$ cat config.mk
export PLATFORM = sky130hd
export DESIGN_NAME = keyword_highlight_tagger_core_flat
export DESIGN_NICKNAME = d
export VERILOG_FILES = /design/src/design/khl_pkg.sv /design/src/design/khl_if.sv /design/src/design/keyword_highlight_tagger_core.sv /design/src/design/khl_cell.sv /design/src/flat_wrapper.sv
export SDC_FILE = /design/constraint.sdc
export NUM_CORES = 1
export LEC_CHECK = 0
export BUFFER_PORTS_ARGS = -buffer_cell sky130_fd_sc_hd__buf_4
export CORE_MARGIN = 2
export CORE_UTILIZATION = 60
export DETAILED_ROUTE_END_ITERATION = 8
export GPL_TIMING_DRIVEN = 0
export PLACE_DENSITY = 0.85
export SETUP_SLACK_MARGIN = 0.5
export SLEW_MARGIN = 5
export SYNTH_ARGS = -nofsm -noshare
export SYNTH_HDL_FRONTEND = slang
export SYNTH_SLANG_ARGS = --single-unit
$ cat constraint.sdc
create_clock -name clk -period 4.2 [get_ports clk]
set_input_delay 0.84 -clock clk [delete_from_list [all_inputs] [get_ports clk]]
set_output_delay 0.84 -clock clk [all_outputs]
set_load 0.02 [all_outputs]
$ cat src/design/khl_pkg.sv
`timescale 1ns / 1ps

package khl_pkg;

  // Window depth, in bytes, and the fixed tag capacity.
  localparam int MAX_KEYWORD = 8;
  localparam int TAG_BYTES   = 8;

  // Byte count of the window, able to hold MAX_KEYWORD itself.
  localparam int CNT_W = $clog2(MAX_KEYWORD + 1);
  // Step counter covering both tag bytes and keyword bytes.
  localparam int SEQ_W = $clog2(TAG_BYTES);

  localparam int CFG_DATA_W = 64;
  localparam int CFG_IDX_W  = 3;

  // Configuration register indexes.
  typedef enum logic [CFG_IDX_W-1:0] {
    REG_KEYWORD_BYTES    = 3'd0,
    REG_KEYWORD_LENGTH   = 3'd1,
    REG_OPEN_TAG_BYTES   = 3'd2,
    REG_OPEN_TAG_LENGTH  = 3'd3,
    REG_CLOSE_TAG_BYTES  = 3'd4,
    REG_CLOSE_TAG_LENGTH = 3'd5
  } reg_idx_t;

  // Emission sequencer states.
  typedef enum logic [2:0] {
    ST_RUN,
    ST_OPEN,
    ST_KEY,
    ST_CLOSE,
    ST_FLUSH
  } state_t;

  // Per-cell control: load the incoming byte here, or take the neighbor's byte.
  typedef struct packed {
    logic insert;
    logic shift;
  } cell_ctl_t;

  // Effective keyword length: zero reads as one, large values saturate.
  function automatic logic [CNT_W-1:0] eff_key_len(input logic [3:0] raw);
    logic [CNT_W-1:0] k;
    if (raw == 4'd0) begin
      k = CNT_W'(1);
    end else if (32'(raw) > MAX_KEYWORD) begin
      k = CNT_W'(MAX_KEYWORD);
    end else begin
      k = CNT_W'(raw);
    end
    return k;
  endfunction

  // Effective tag length: saturates at the tag capacity.
  function automatic logic [3:0] eff_tag_len(input logic [3:0] raw);
    logic [3:0] n;
    if (32'(raw) > TAG_BYTES) begin
      n = 4'(TAG_BYTES);
    end else begin
      n = raw;
    end
    return n;
  endfunction

endpackage

$ cat src/design/khl_if.sv
`timescale 1ns / 1ps

// Text byte channel into the tagger.
interface khl_in_if;
  logic       valid;
  logic       ready;
  logic [7:0] text_byte;
  logic       text_end;

  modport source (output valid, output text_byte, output text_end, input ready);
  modport sink   (input valid, input text_byte, input text_end, output ready);
endinterface

// Highlighted byte channel out of the tagger.
interface khl_out_if;
  logic       valid;
  logic       ready;
  logic [7:0] out_byte;
  logic       out_end;

  modport source (output valid, output out_byte, output out_end, input ready);
  modport sink   (input valid, input out_byte, input out_end, output ready);
endinterface

$ cat src/design/keyword_highlight_tagger_core.sv
`timescale 1ns / 1ps

// Channel    | Dir | Payload                | Transfer
// -----------+-----+------------------------+--------------------------
// text_in    | in  | text_byte, text_end    | valid && ready at clk rise
// text_out   | out | out_byte, out_end      | valid && ready at clk rise
// cfg        | in  | cfg_idx, cfg_data      | cfg_we at clk rise
//
// For a byte that does not complete a keyword match, the window compare, the
// head pop and the output register load all happen in the cycle it is accepted.
// A match holds the input while the open tag, keyword and close tag are emitted,
// and an end marker holds it further while the window's bytes are flushed.
// Every emitted byte needs a free output register, so a stall on text_out
// stalls text_in. Reset (rst, synchronous) empties the window and the output.
module keyword_highlight_tagger_core (
  input  logic                           clk,
  input  logic                           rst,
  input  logic                           cfg_we,
  input  logic [khl_pkg::CFG_IDX_W-1:0]  cfg_idx,
  input  logic [khl_pkg::CFG_DATA_W-1:0] cfg_data,
  khl_in_if.sink                         text_in,
  khl_out_if.source                      text_out
);

  localparam int N = khl_pkg::MAX_KEYWORD;
  localparam int CW = khl_pkg::CNT_W;
  localparam int SW = khl_pkg::SEQ_W;

  // Configuration registers, kept in effective form.
  logic [8*N-1:0]                         keyword;
  logic [CW-1:0]                          key_len;
  logic [8*khl_pkg::TAG_BYTES-1:0]        open_tag;
  logic [3:0]                             open_len;
  logic [8*khl_pkg::TAG_BYTES-1:0]        close_tag;
  logic [3:0]                             close_len;

  // Sequencer and window state.
  khl_pkg::state_t state, state_next;
  logic [SW-1:0]   idx, idx_next;
  logic [CW-1:0]   count, count_next;
  logic            last_q, last_q_next;

  // Output register.
  logic       ovalid;
  logic [7:0] obyte;
  logic       oend;

  // Cell row signals.
  khl_pkg::cell_ctl_t ctl [N];
  logic [7:0]         appended [N+1];
  logic [N-1:0]       hits;

  logic          load_ok;
  logic          accept;
  logic [CW-1:0] cnt_a;
  logic          decide;
  logic          match;
  logic          pop;
  logic          emit;
  logic [7:0]    emit_byte;
  logic          emit_end;
  logic          key_done;
  logic          open_done;
  logic          close_done;

  // Configuration writes.
  always_ff @(posedge clk) begin
    if (rst) begin
      keyword   <= '0;
      key_len   <= CW'(1);
      open_tag  <= '0;
      open_len  <= '0;
      close_tag <= '0;
      close_len <= '0;
    end else if (cfg_we) begin
      unique case (cfg_idx)
        khl_pkg::REG_KEYWORD_BYTES:    keyword   <= cfg_data[8*N-1:0];
        khl_pkg::REG_KEYWORD_LENGTH:   key_len   <= khl_pkg::eff_key_len(cfg_data[3:0]);
        khl_pkg::REG_OPEN_TAG_BYTES:   open_tag  <= cfg_data;
        khl_pkg::REG_OPEN_TAG_LENGTH:  open_len  <= khl_pkg::eff_tag_len(cfg_data[3:0]);
        khl_pkg::REG_CLOSE_TAG_BYTES:  close_tag <= cfg_data;
        khl_pkg::REG_CLOSE_TAG_LENGTH: close_len <= khl_pkg::eff_tag_len(cfg_data[3:0]);
        default: ;
      endcase
    end
  end

  // Handshake on both sides.
  assign load_ok       = !ovalid || text_out.ready;
  assign text_in.ready = (state == khl_pkg::ST_RUN) && load_ok;
  assign accept        = text_in.valid && text_in.ready;

  // Row of window cells; the last cell shifts in zero.
  assign appended[N] = '0;
  for (genvar i = 0; i < N; i++) begin : g_cell
    assign ctl[i].insert = accept && (count == CW'(i));
    assign ctl[i].shift  = pop;

    khl_cell u_cell (
      .clk        (clk),
      .ctl        (ctl[i]),
      .in_byte    (text_in.text_byte),
      .right_byte (appended[i+1]),
      .key_byte   (keyword[8*i +: 8]),
      .active     (CW'(i) < key_len),
      .appended   (appended[i]),
      .hit        (hits[i])
    );
  end

  // Window decision on the appended contents.
  assign cnt_a      = count + CW'(1);
  assign decide     = accept && (cnt_a >= key_len);
  assign match      = decide && (&hits);
  assign key_done   = (idx == SW'(key_len - CW'(1)));
  assign open_done  = (idx == SW'(open_len - 4'd1));
  assign close_done = (idx == SW'(close_len - 4'd1));

  // Next state of the emission sequencer.
  always_comb begin
    state_next  = state;
    idx_next    = idx;
    last_q_next = last_q;
    unique case (state)
      khl_pkg::ST_RUN: begin
        if (accept) begin
          last_q_next = text_in.text_end;
          idx_next    = '0;
          if (match) begin
            state_next = (open_len != 4'd0) ? khl_pkg::ST_OPEN : khl_pkg::ST_KEY;
          end else if (decide) begin
            if (text_in.text_end && (count != '0)) begin
              state_next = khl_pkg::ST_FLUSH;
            end
          end else if (text_in.text_end) begin
            state_next = khl_pkg::ST_FLUSH;
          end
        end
      end
      khl_pkg::ST_OPEN: begin
        if (load_ok) begin
          if (open_done) begin
            state_next = khl_pkg::ST_KEY;
            idx_next   = '0;
          end else begin
            idx_next = idx + SW'(1);
          end
        end
      end
      khl_pkg::ST_KEY: begin
        if (load_ok) begin
          if (key_done) begin
            idx_next = '0;
            if (close_len != 4'd0) begin
              state_next = khl_pkg::ST_CLOSE;
            end else if (last_q && (count != CW'(1))) begin
              state_next = khl_pkg::ST_FLUSH;
            end else begin
              state_next = khl_pkg::ST_RUN;
            end
          end else begin
            idx_next = idx + SW'(1);
          end
        end
      end
      khl_pkg::ST_CLOSE: begin
        if (load_ok) begin
          if (close_done) begin
            idx_next   = '0;
            state_next = (last_q && (count != '0)) ? khl_pkg::ST_FLUSH : khl_pkg::ST_RUN;
          end else begin
            idx_next = idx + SW'(1);
          end
        end
      end
      khl_pkg::ST_FLUSH: begin
        if (load_ok && (count == CW'(1))) begin
          state_next = khl_pkg::ST_RUN;
        end
      end
      default: state_next = khl_pkg::ST_RUN;
    endcase
  end

  // Emitted byte, window pop and count update for the current state.
  always_comb begin
    emit       = 1'b0;
    emit_byte  = appended[0];
    emit_end   = 1'b0;
    pop        = 1'b0;
    count_next = count;
    unique case (state)
      khl_pkg::ST_RUN: begin
        if (accept) begin
          if (decide && !match) begin
            emit       = 1'b1;
            pop        = 1'b1;
            emit_end   = text_in.text_end && (count == '0);
            count_next = count;
          end else begin
            count_next = cnt_a;
          end
        end
      end
      khl_pkg::ST_OPEN: begin
        if (load_ok) begin
          emit      = 1'b1;
          emit_byte = open_tag[8*idx +: 8];
        end
      end
      khl_pkg::ST_KEY: begin
        if (load_ok) begin
          emit       = 1'b1;
          pop        = 1'b1;
          count_next = count - CW'(1);
          emit_end   = key_done && last_q && (close_len == 4'd0) && (count == CW'(1));
        end
      end
      khl_pkg::ST_CLOSE: begin
        if (load_ok) begin
          emit      = 1'b1;
          emit_byte = close_tag[8*idx +: 8];
          emit_end  = close_done && last_q && (count == '0);
        end
      end
      khl_pkg::ST_FLUSH: begin
        if (load_ok) begin
          emit       = 1'b1;
          pop        = 1'b1;
          count_next = count - CW'(1);
          emit_end   = (count == CW'(1));
        end
      end
      default: ;
    endcase
  end

  // Control registers.
  always_ff @(posedge clk) begin
    if (rst) begin
      state  <= khl_pkg::ST_RUN;
      idx    <= '0;
      count  <= '0;
      last_q <= 1'b0;
    end else begin
      state  <= state_next;
      idx    <= idx_next;
      count  <= count_next;
      last_q <= last_q_next;
    end
  end

  // Output register: loads whenever it is empty or its byte is taken.
  always_ff @(posedge clk) begin
    if (rst) begin
      ovalid <= 1'b0;
    end else if (load_ok) begin
      ovalid <= emit;
    end
  end

  always_ff @(posedge clk) begin
    if (load_ok && emit) begin
      obyte <= emit_byte;
      oend  <= emit_end;
    end
  end

  assign text_out.valid    = ovalid;
  assign text_out.out_byte = obyte;
  assign text_out.out_end  = oend;

endmodule

$ cat src/design/khl_cell.sv
`timescale 1ns / 1ps

// One window slot: holds a byte, takes the incoming byte or the byte of its
// right neighbor, and compares its byte with its keyword byte.
module khl_cell (
  input  logic               clk,
  input  khl_pkg::cell_ctl_t ctl,
  input  logic [7:0]         in_byte,
  input  logic [7:0]         right_byte,
  input  logic [7:0]         key_byte,
  input  logic               active,
  output logic [7:0]         appended,
  output logic               hit
);

  logic [7:0] held;

  // Byte seen after the current transfer is appended.
  assign appended = ctl.insert ? in_byte : held;

  // Slots beyond the keyword length never block a match.
  assign hit = !active || (appended == key_byte);

  // Shift toward the head on a pop, otherwise keep the appended byte.
  always_ff @(posedge clk) begin
    if (ctl.shift) begin
      held <= right_byte;
    end else begin
      held <= appended;
    end
  end

endmodule
$ cat src/flat_wrapper.sv
// flat-port wrapper written by rule: the top's interface ports become plain ports
module keyword_highlight_tagger_core_flat 
  (clk, rst, cfg_we, cfg_idx, cfg_data, text_in_valid, text_in_text_byte, text_in_text_end, text_in_ready, text_out_valid, text_out_out_byte, text_out_out_end, text_out_ready);
  khl_in_if text_in_i ();
  khl_out_if text_out_i ();
  input  logic clk;
  input  logic rst;
  input  logic cfg_we;
  input  logic [khl_pkg::CFG_IDX_W-1:0] cfg_idx;
  input  logic [khl_pkg::CFG_DATA_W-1:0] cfg_data;
  input wire logic [$bits(text_in_i.valid)-1:0] text_in_valid;
  input wire logic [$bits(text_in_i.text_byte)-1:0] text_in_text_byte;
  input wire logic [$bits(text_in_i.text_end)-1:0] text_in_text_end;
  output wire logic [$bits(text_in_i.ready)-1:0] text_in_ready;
  output wire logic [$bits(text_out_i.valid)-1:0] text_out_valid;
  output wire logic [$bits(text_out_i.out_byte)-1:0] text_out_out_byte;
  output wire logic [$bits(text_out_i.out_end)-1:0] text_out_out_end;
  input wire logic [$bits(text_out_i.ready)-1:0] text_out_ready;
  assign text_in_i.valid = text_in_valid;
  assign text_in_i.text_byte = text_in_text_byte;
  assign text_in_i.text_end = text_in_text_end;
  assign text_in_ready = text_in_i.ready;
  assign text_out_valid = text_out_i.valid;
  assign text_out_out_byte = text_out_i.out_byte;
  assign text_out_out_end = text_out_i.out_end;
  assign text_out_i.ready = text_out_ready;
  keyword_highlight_tagger_core u_core (.clk(clk), .rst(rst), .cfg_we(cfg_we), .cfg_idx(cfg_idx), .cfg_data(cfg_data), .text_in(text_in_i), .text_out(text_out_i));
endmodule
== Word-level counts from Yosys, hierarchy flattened ==
Cells that the tools add are included.

* Flip-flop bits (word level): 289
* Input bits: 81
* Output and inout bits: 11
* Logic and storage cells: 205

* Add/subtract/negate cells: 6
* Magnitude comparators: 10
* Eq/ne operators: 40
* Shifts and indexed selects: 2
* Muxes and demuxes: 60
* Reduce and logical (&&, ||, !) cells: 66

{| class="wikitable"
|+ Operator list
! operator !! count
|-
| 8-bit 2-to-1 mux || 17
|-
| 64-bit by 7-bit indexed part select with 8-bit output || 2
|-
| 3-bit 2-to-1 mux || 22
|-
| 8-bit == test || 8
|-
| 1-bit logical AND || 24
|-
| 4-bit 2-to-1 mux || 5
|-
| 2-bit by 1-bit != test with 1-bit output (second input constant) || 9
|-
| 4-bit by 3-bit == test with 1-bit output (second input constant) || 4
|-
| 3-bit by 4-bit less-than comparator with 1-bit output (first input constant) || 4
|-
| 8-bit case mux with 2 select lines || 1
|-
| 4-bit nonzero test || 4
|-
| 3-bit case mux with 5 select lines || 1
|-
| 2-bit AND reduction || 7
|-
| 3-bit by 2-bit == test with 1-bit output (second input constant) || 4
|-
| 4-bit zero test || 3
|-
| 3-bit case mux with 4 select lines || 1
|-
| 1-bit zero test || 10
|-
| 10-bit AND reduction || 1
|-
| 3-bit == test || 3
|-
| 3-bit == test (second input constant) || 3
|-
| 1-bit logical OR || 9
|-
| 3-bit by 1-bit subtractor with 3-bit output (second input constant) || 3
|-
| 4-bit by 2-bit == test with 1-bit output (second input constant) || 2
|-
| 1-bit by 4-bit less-than comparator with 1-bit output (first input constant) || 2
|-
| other kinds (24) || 35
|}

== Longest topological paths before layout ==
* Depth after elaboration: 16
* Gate-level depth with buffers: 16
* Depth with buffers taken out: 12

== Cells and area by module ==
Synthesis repeated with hierarchy kept, for this count alone.

* Cell total of the unflattened synthesis: 1,440
* Area, all modules: 13,536.7 µm²

{| class="wikitable"
|+ By module, submodules not included
! module !! times used !! cells each !! area an instance (µm²) !! sequential area each (µm²)
|-
| keyword_highlight_tagger_core || 1 || 1,144 || 9,693.0 || 4,594.4
|-
| khl_cell || 8 || 37 || 480.5 || 160.2
|}

== Worst setup path after synthesis ==
Ideal clock, no wire load.

* Path kind: input-to-reg
* Start point: input text_in_valid
* End point: register u_core.g_cell[0].u_cell.held[1]
* Library setup time: 0.119 ns
* Arrival: 3.561 ns
* Data required time: 4.081 ns
* Slack: 0.521 ns
* Stages: 12
* Buffers on the path: 3
* Cell sequence: buf_2 -> and4bb_1 -> buf_4 -> nand4_4 -> o41a_1 -> o41ai_2 -> a31oi_1 -> a211oi_2 -> a41oi_2 -> buf_6 -> mux2_4 -> o221a_1

* Cells in the longest elaborated chain, start to end: 13
* Elaborated cells on any way between the ends: 42
* Classes of those cells: 8 x eq/ne; 12 x mux; 22 x reduce/logical

{| class="wikitable"
|+ RTL lines
! what !! RTL line !! text
|-
| start: declaration || flat_wrapper.sv:11 || <nowiki>input wire logic [$bits(text_in_i.valid)-1:0] text_in_valid;</nowiki>
|-
| 1-bit logical AND (*) || keyword_highlight_tagger_core.sv:91 || <nowiki>assign accept = text_in.valid && text_in.ready;</nowiki>
|-
| 1-bit logical AND || keyword_highlight_tagger_core.sv:96 || <nowiki>assign ctl[i].insert = accept && (count == CW'(i));</nowiki>
|-
| 8-bit 2-to-1 mux || khl_cell.sv:19 || <nowiki>assign appended = ctl.insert ? in_byte : held;</nowiki>
|-
| 8-bit == test || khl_cell.sv:22 || <nowiki>assign hit = !active || (appended == key_byte);</nowiki>
|-
| 1-bit logical OR || khl_cell.sv:22 ||
|-
| 8-bit AND reduction || keyword_highlight_tagger_core.sv:114 || <nowiki>assign match = decide && (&hits);</nowiki>
|-
| 1-bit logical AND || keyword_highlight_tagger_core.sv:114 ||
|-
| 1-bit zero test || keyword_highlight_tagger_core.sv:195 || <nowiki>if (decide && !match) begin</nowiki>
|-
| 1-bit logical AND || keyword_highlight_tagger_core.sv:195 ||
|-
| 1-bit 2-to-1 mux || keyword_highlight_tagger_core.sv:195 ||
|-
| 1-bit 2-to-1 mux || keyword_highlight_tagger_core.sv:194 || <nowiki>if (accept) begin</nowiki>
|-
| 1-bit case mux with 2 select lines || keyword_highlight_tagger_core.sv:192 || <nowiki>unique case (state)</nowiki>
|-
| 8-bit 2-to-1 mux (*) || khl_cell.sv:26 || <nowiki>if (ctl.shift) begin</nowiki>
|-
| end signal: assignment || khl_cell.sv:27 || <nowiki>held <= right_byte;</nowiki>
|-
| end signal: assignment || khl_cell.sv:29 || <nowiki>held <= appended;</nowiki>
|-
| end: declaration || khl_cell.sv:16 || <nowiki>logic [7:0] held;</nowiki>
|}

Every way passes the cells marked *; elsewhere a longest branch is shown, timed or not.
A chain may end at the register's enable or synchronous reset.

== Worst setup path in the final report ==
* Start point: register u_core.count[0]
* End point: register u_core.g_cell[6].u_cell.held[3]

* Cells in the longest elaborated chain, start to end: 13
* Elaborated cells on any way between the ends: 51
* Classes of those cells: 1 x add/sub; 1 x order compare; 15 x eq/ne; 12 x mux; 22 x reduce/logical

{| class="wikitable"
|+ RTL lines
! what !! RTL line !! text
|-
| start: declaration || keyword_highlight_tagger_core.sv:40 || <nowiki>logic [CW-1:0] count, count_next;</nowiki>
|-
| start signal: assignment || keyword_highlight_tagger_core.sv:248 || <nowiki>count <= count_next;</nowiki>
|-
| 4-bit by 3-bit == test with 1-bit output (tied with other cells) || keyword_highlight_tagger_core.sv:96 ||
|-
| 1-bit logical AND || keyword_highlight_tagger_core.sv:96 ||
|-
| 8-bit 2-to-1 mux || khl_cell.sv:19 ||
|-
| 8-bit == test || khl_cell.sv:22 ||
|-
| 1-bit logical OR || khl_cell.sv:22 ||
|-
| 8-bit AND reduction || keyword_highlight_tagger_core.sv:114 ||
|-
| 1-bit logical AND || keyword_highlight_tagger_core.sv:114 ||
|-
| 1-bit zero test || keyword_highlight_tagger_core.sv:195 ||
|-
| 1-bit logical AND || keyword_highlight_tagger_core.sv:195 ||
|-
| 1-bit 2-to-1 mux || keyword_highlight_tagger_core.sv:195 ||
|-
| 1-bit 2-to-1 mux || keyword_highlight_tagger_core.sv:194 ||
|-
| 1-bit case mux with 2 select lines || keyword_highlight_tagger_core.sv:192 ||
|-
| 8-bit 2-to-1 mux (*) || khl_cell.sv:26 ||
|-
| end signal: assignment || khl_cell.sv:27 ||
|-
| end signal: assignment || khl_cell.sv:29 ||
|-
| end: declaration || khl_cell.sv:16 ||
|}

Marked as above.

==> run metrics <==
Ys Warns 0; vias in the first global route 12,545; DIE AREA 0.0248 mm²; area leader, netlist dfxtp_1; # DRC 0; critical-path maximum fanout 8; H-tree levels 1; Main synth FF type dfxtp_1; Worst EP arrival 4.20 ns; Setup crit end kind flip-flop; core area 0.0233 mm²; grt ovf 0; crit-path cells inv_4 > ha_4 > nor3b_4 > nand4_4 > buf_12 > mux2i_4 > xnor2_1 > nor3_2 > a31oi_2 > a211oi_2 > a41oi_4 > buf_6 > buf_12 > mux2i_4 > o221a_2; row count 56; outcome finished, final reports clean; fin area about 0.017 mm²; # diodes 0; worst min-delay path startpoint u_core.open_tag[20]; first-pass GRT wire length 71.3 mm; cts bufs inserted 30; fraction of layout instances using a drive strength above 1 approximately 17%; largest net degree at the start of global routing 18; peak supply drop just under 0.0004 V; worst-case clock buffer depth 3; WP data required roughly 4.7 ns; via/cell ratio between 6 and 7; Met2 Routed Length 22.0 mm; wl on met1 17.8 mm; gpl congestion 0.996; Crit Path Category reg -> reg; Starting DRT DRC Count 1,722; initial antenna violation count 0; Max Freq 0.267 GHz; Area contributors post-synth dfxtp_1 40%, nand2_1 11%, a21oi_1 8.3%; WL/cell approximately 23 µm; CTS clock-pin slew for the worst setup and hold paths 0.06 ns; crit share post-route 89.3%; max_slew headroom a little under two fifths; Setup crit start kind flip-flop; placed inst area 0.0152 mm²; synthesized area per cell ~8.6 µm²; area growth from synthesis to layout 17.6%; min Tclk post-route 3.75 ns; Top-Level Pins 92; setup violators final 0; DRT Wirelength 48.2 mm; max layer used met4; Overall Global Routing Usage between 30% and 40%; top-area cell type share of the netlist area 39.6%; async set or reset register ratio after synthesis 0%; Slew @ Worst Pin 0.930 ns; net count after synthesis 1,736; fin nets 1,874; Cells after Synth between 1,500 and 2,000; Die H 158 µm; maxcap violations 0; clock root cell clkbuf_16; critical path's slowest cell a211oi_2; Mapped Area 0.0142 mm²; antenna viol nets, final 0; #FFs+latches synth 289; Starting Density 60.7%; reg2reg start u_core.count[0]; Post-synth EDFFs 9; unrepaired setup endpoints after global routing false; skew final 0.0445 ns; Final HPWL DP roughly 35 mm; R2R Setup Slk 0.45 ns; DIE WIDTH 158 µm; Overall Power 9.95 mW; vias post-DR about 13,000; critical path's largest stage delay 0.41 ns; Distinct cells, synth 78; clock sink count 289; final hold violations 0; Leak about 6.0 nW; FF-to-FF path depth 15; Critical path origin u_core.count[0]; Clock Latency Late Sink around 0.60 ns; number of port buffers 81; Worst Hold Class reg -> reg; WL met3 roughly 5.3 mm; hold depth 2; Slew Limit Fails 0; CTS tree yes; Hold Buf Count CTS 0; setup_tns 0 ns; P per Cell Area 598 mW/mm²; Seq/Total Area, Yosys ~42%; drt pass-1 iters 6
-- state kept, by name (all words and copies together) (netlist names) --
| name | flops |
|---|---|
| u_core.text_out.valid | 1 |
| u_core.g_cell.u_cell.held | 64 |
| u_core.text_out.out_end | 1 |
| u_core.state | 3 |
| u_core.text_out.out_byte | 8 |
| u_core.open_tag | 64 |
| u_core.close_tag | 64 |
| u_core.close_len | 4 |
| u_core.last_q | 1 |
| u_core.idx | 3 |
| u_core.count | 4 |
| u_core.key_len | 4 |
| u_core.keyword | 64 |
| u_core.open_len | 4 |
-- placed cells by master (no fill, tap or decap), types with 6 or more instances in the layout --
master     instances
or2_2              8
xnor2_1           45
dfxtp_1          278
a21oi_1          232
edfxtp_1           9
mux4_2            40
a222oi_1           7
o221a_1           30
nor2b_1           14
nand3b_1          29
clkbuf_1          87
ha_1              14
mux2i_1           32
buf_2              6
xor2_1            34
inv_1             36
clkbuf_8           8
buf_1             12
clkbuf_4           7
clkbuf_2           8
nor2_1            57
or3_1             25
clkbuf_16         30
o221a_2           27
nand2_1          430
buf_4            106
o21ai_0            7
nand3_1           18
nand4_1           13
-- critical path, delay by kind of cell (launching register included) --
| family | cells | cell delay (ns) |
|---|---|---|
| AOI/OAI and AO/OA | 4 | 1.11 |
| and+or+nand+nor | 3 | 0.77 |
| buffers and inverters | 4 | 0.65 |
| muxes | 2 | 0.40 |
| DFF | 1 | 0.38 |
| adders and majority gates | 1 | 0.14 |
| xor gates and xnor gates | 1 | 0.14 |
-- worst paths after layout --
check                                    end
max reg2reg  u_core.g_cell[6].u_cell.held[3]
min                      u_core.open_tag[20]
max          u_core.g_cell[6].u_cell.held[3]
min reg2reg              u_core.open_tag[20]
-- where the power goes --
part | total [mW] | switching, mW | internal [mW] | leakage, nW
registers | 3.59 | 0.384 | 3.20 | 2.37
clock network | 2.68 | 1.12 | 1.56 | 0.485
logic | 3.68 | 1.98 | 1.71 | 3.14
total | 9.95 | 3.49 | 6.47 | 5.99
-- synth_stat cells (all sizes together), types with 7 or more instances --
master	count
nand2	431
dfxtp	280
a21oi	234
clkbuf	92
nor2	59
o221a	57
xnor2	45
mux4	40
inv	39
mux2i	38
xor2	34
buf	29
nand3b	29
or3	25
nand3	22
ha	16
nand4	16
nor2b	14
edfxtp	9
nor3	8
o21ai	8
or2	8
a222oi	7
nor4	7
-- cell type report --
type                       instances  area [µm²]
clock buffer                      45         877
sequential                       289        5880
timing repair buffer             106         825
multi-input combinational       1190        7830
inverter                          39         155
fill                            1723        6690
clock inverter                     7         110
buffer                           121         566
tap                              319         399
-- logic make-up after synthesis --
family	share of synthesized area [%]
simple gates	20.2
compound gates	17.5
xor+xnor	4.89
flops	41.5
buf+inv	4.63
mux	9.79
fa+ha+maj	1.41
-- repair_timing --
action                                  CTS  global route
gates cloned                              0             2
endpoints found under the setup margin   82            78
resized for setup                        21            66
pin swaps                                 8            16
buffers inserted                          7            16
-- layer usage --
metal / global-route usage (%) / vias to the layer above
li1: - / 6030
met1: 48.8 / 6326
met2: 61.1 / 858
met3: 6.30 / 185
met4: 20.3 / 0
met5: 0 / -
-- per-stage QoR --
| step | cells | util [%] | hold slack [ns] | worst slack (ns) |
|---|---|---|---|---|
| final | 2116 | 71.3 | 0.455 | 0.449 |
| after floorplan | 1639 | - | 0.433 | 0.521 |
| after detailed placement | 2039 | 65.0 | 0.444 | -0.643 |
| after global placement | 2039 | 65.0 | 0.439 | -0.568 |
| after global routing | 2116 | 71.3 | 0.472 | 0.342 |
| after CTS | 2098 | 69.8 | 0.452 | 0.479 |
Power figures use the tool's default switching activity.
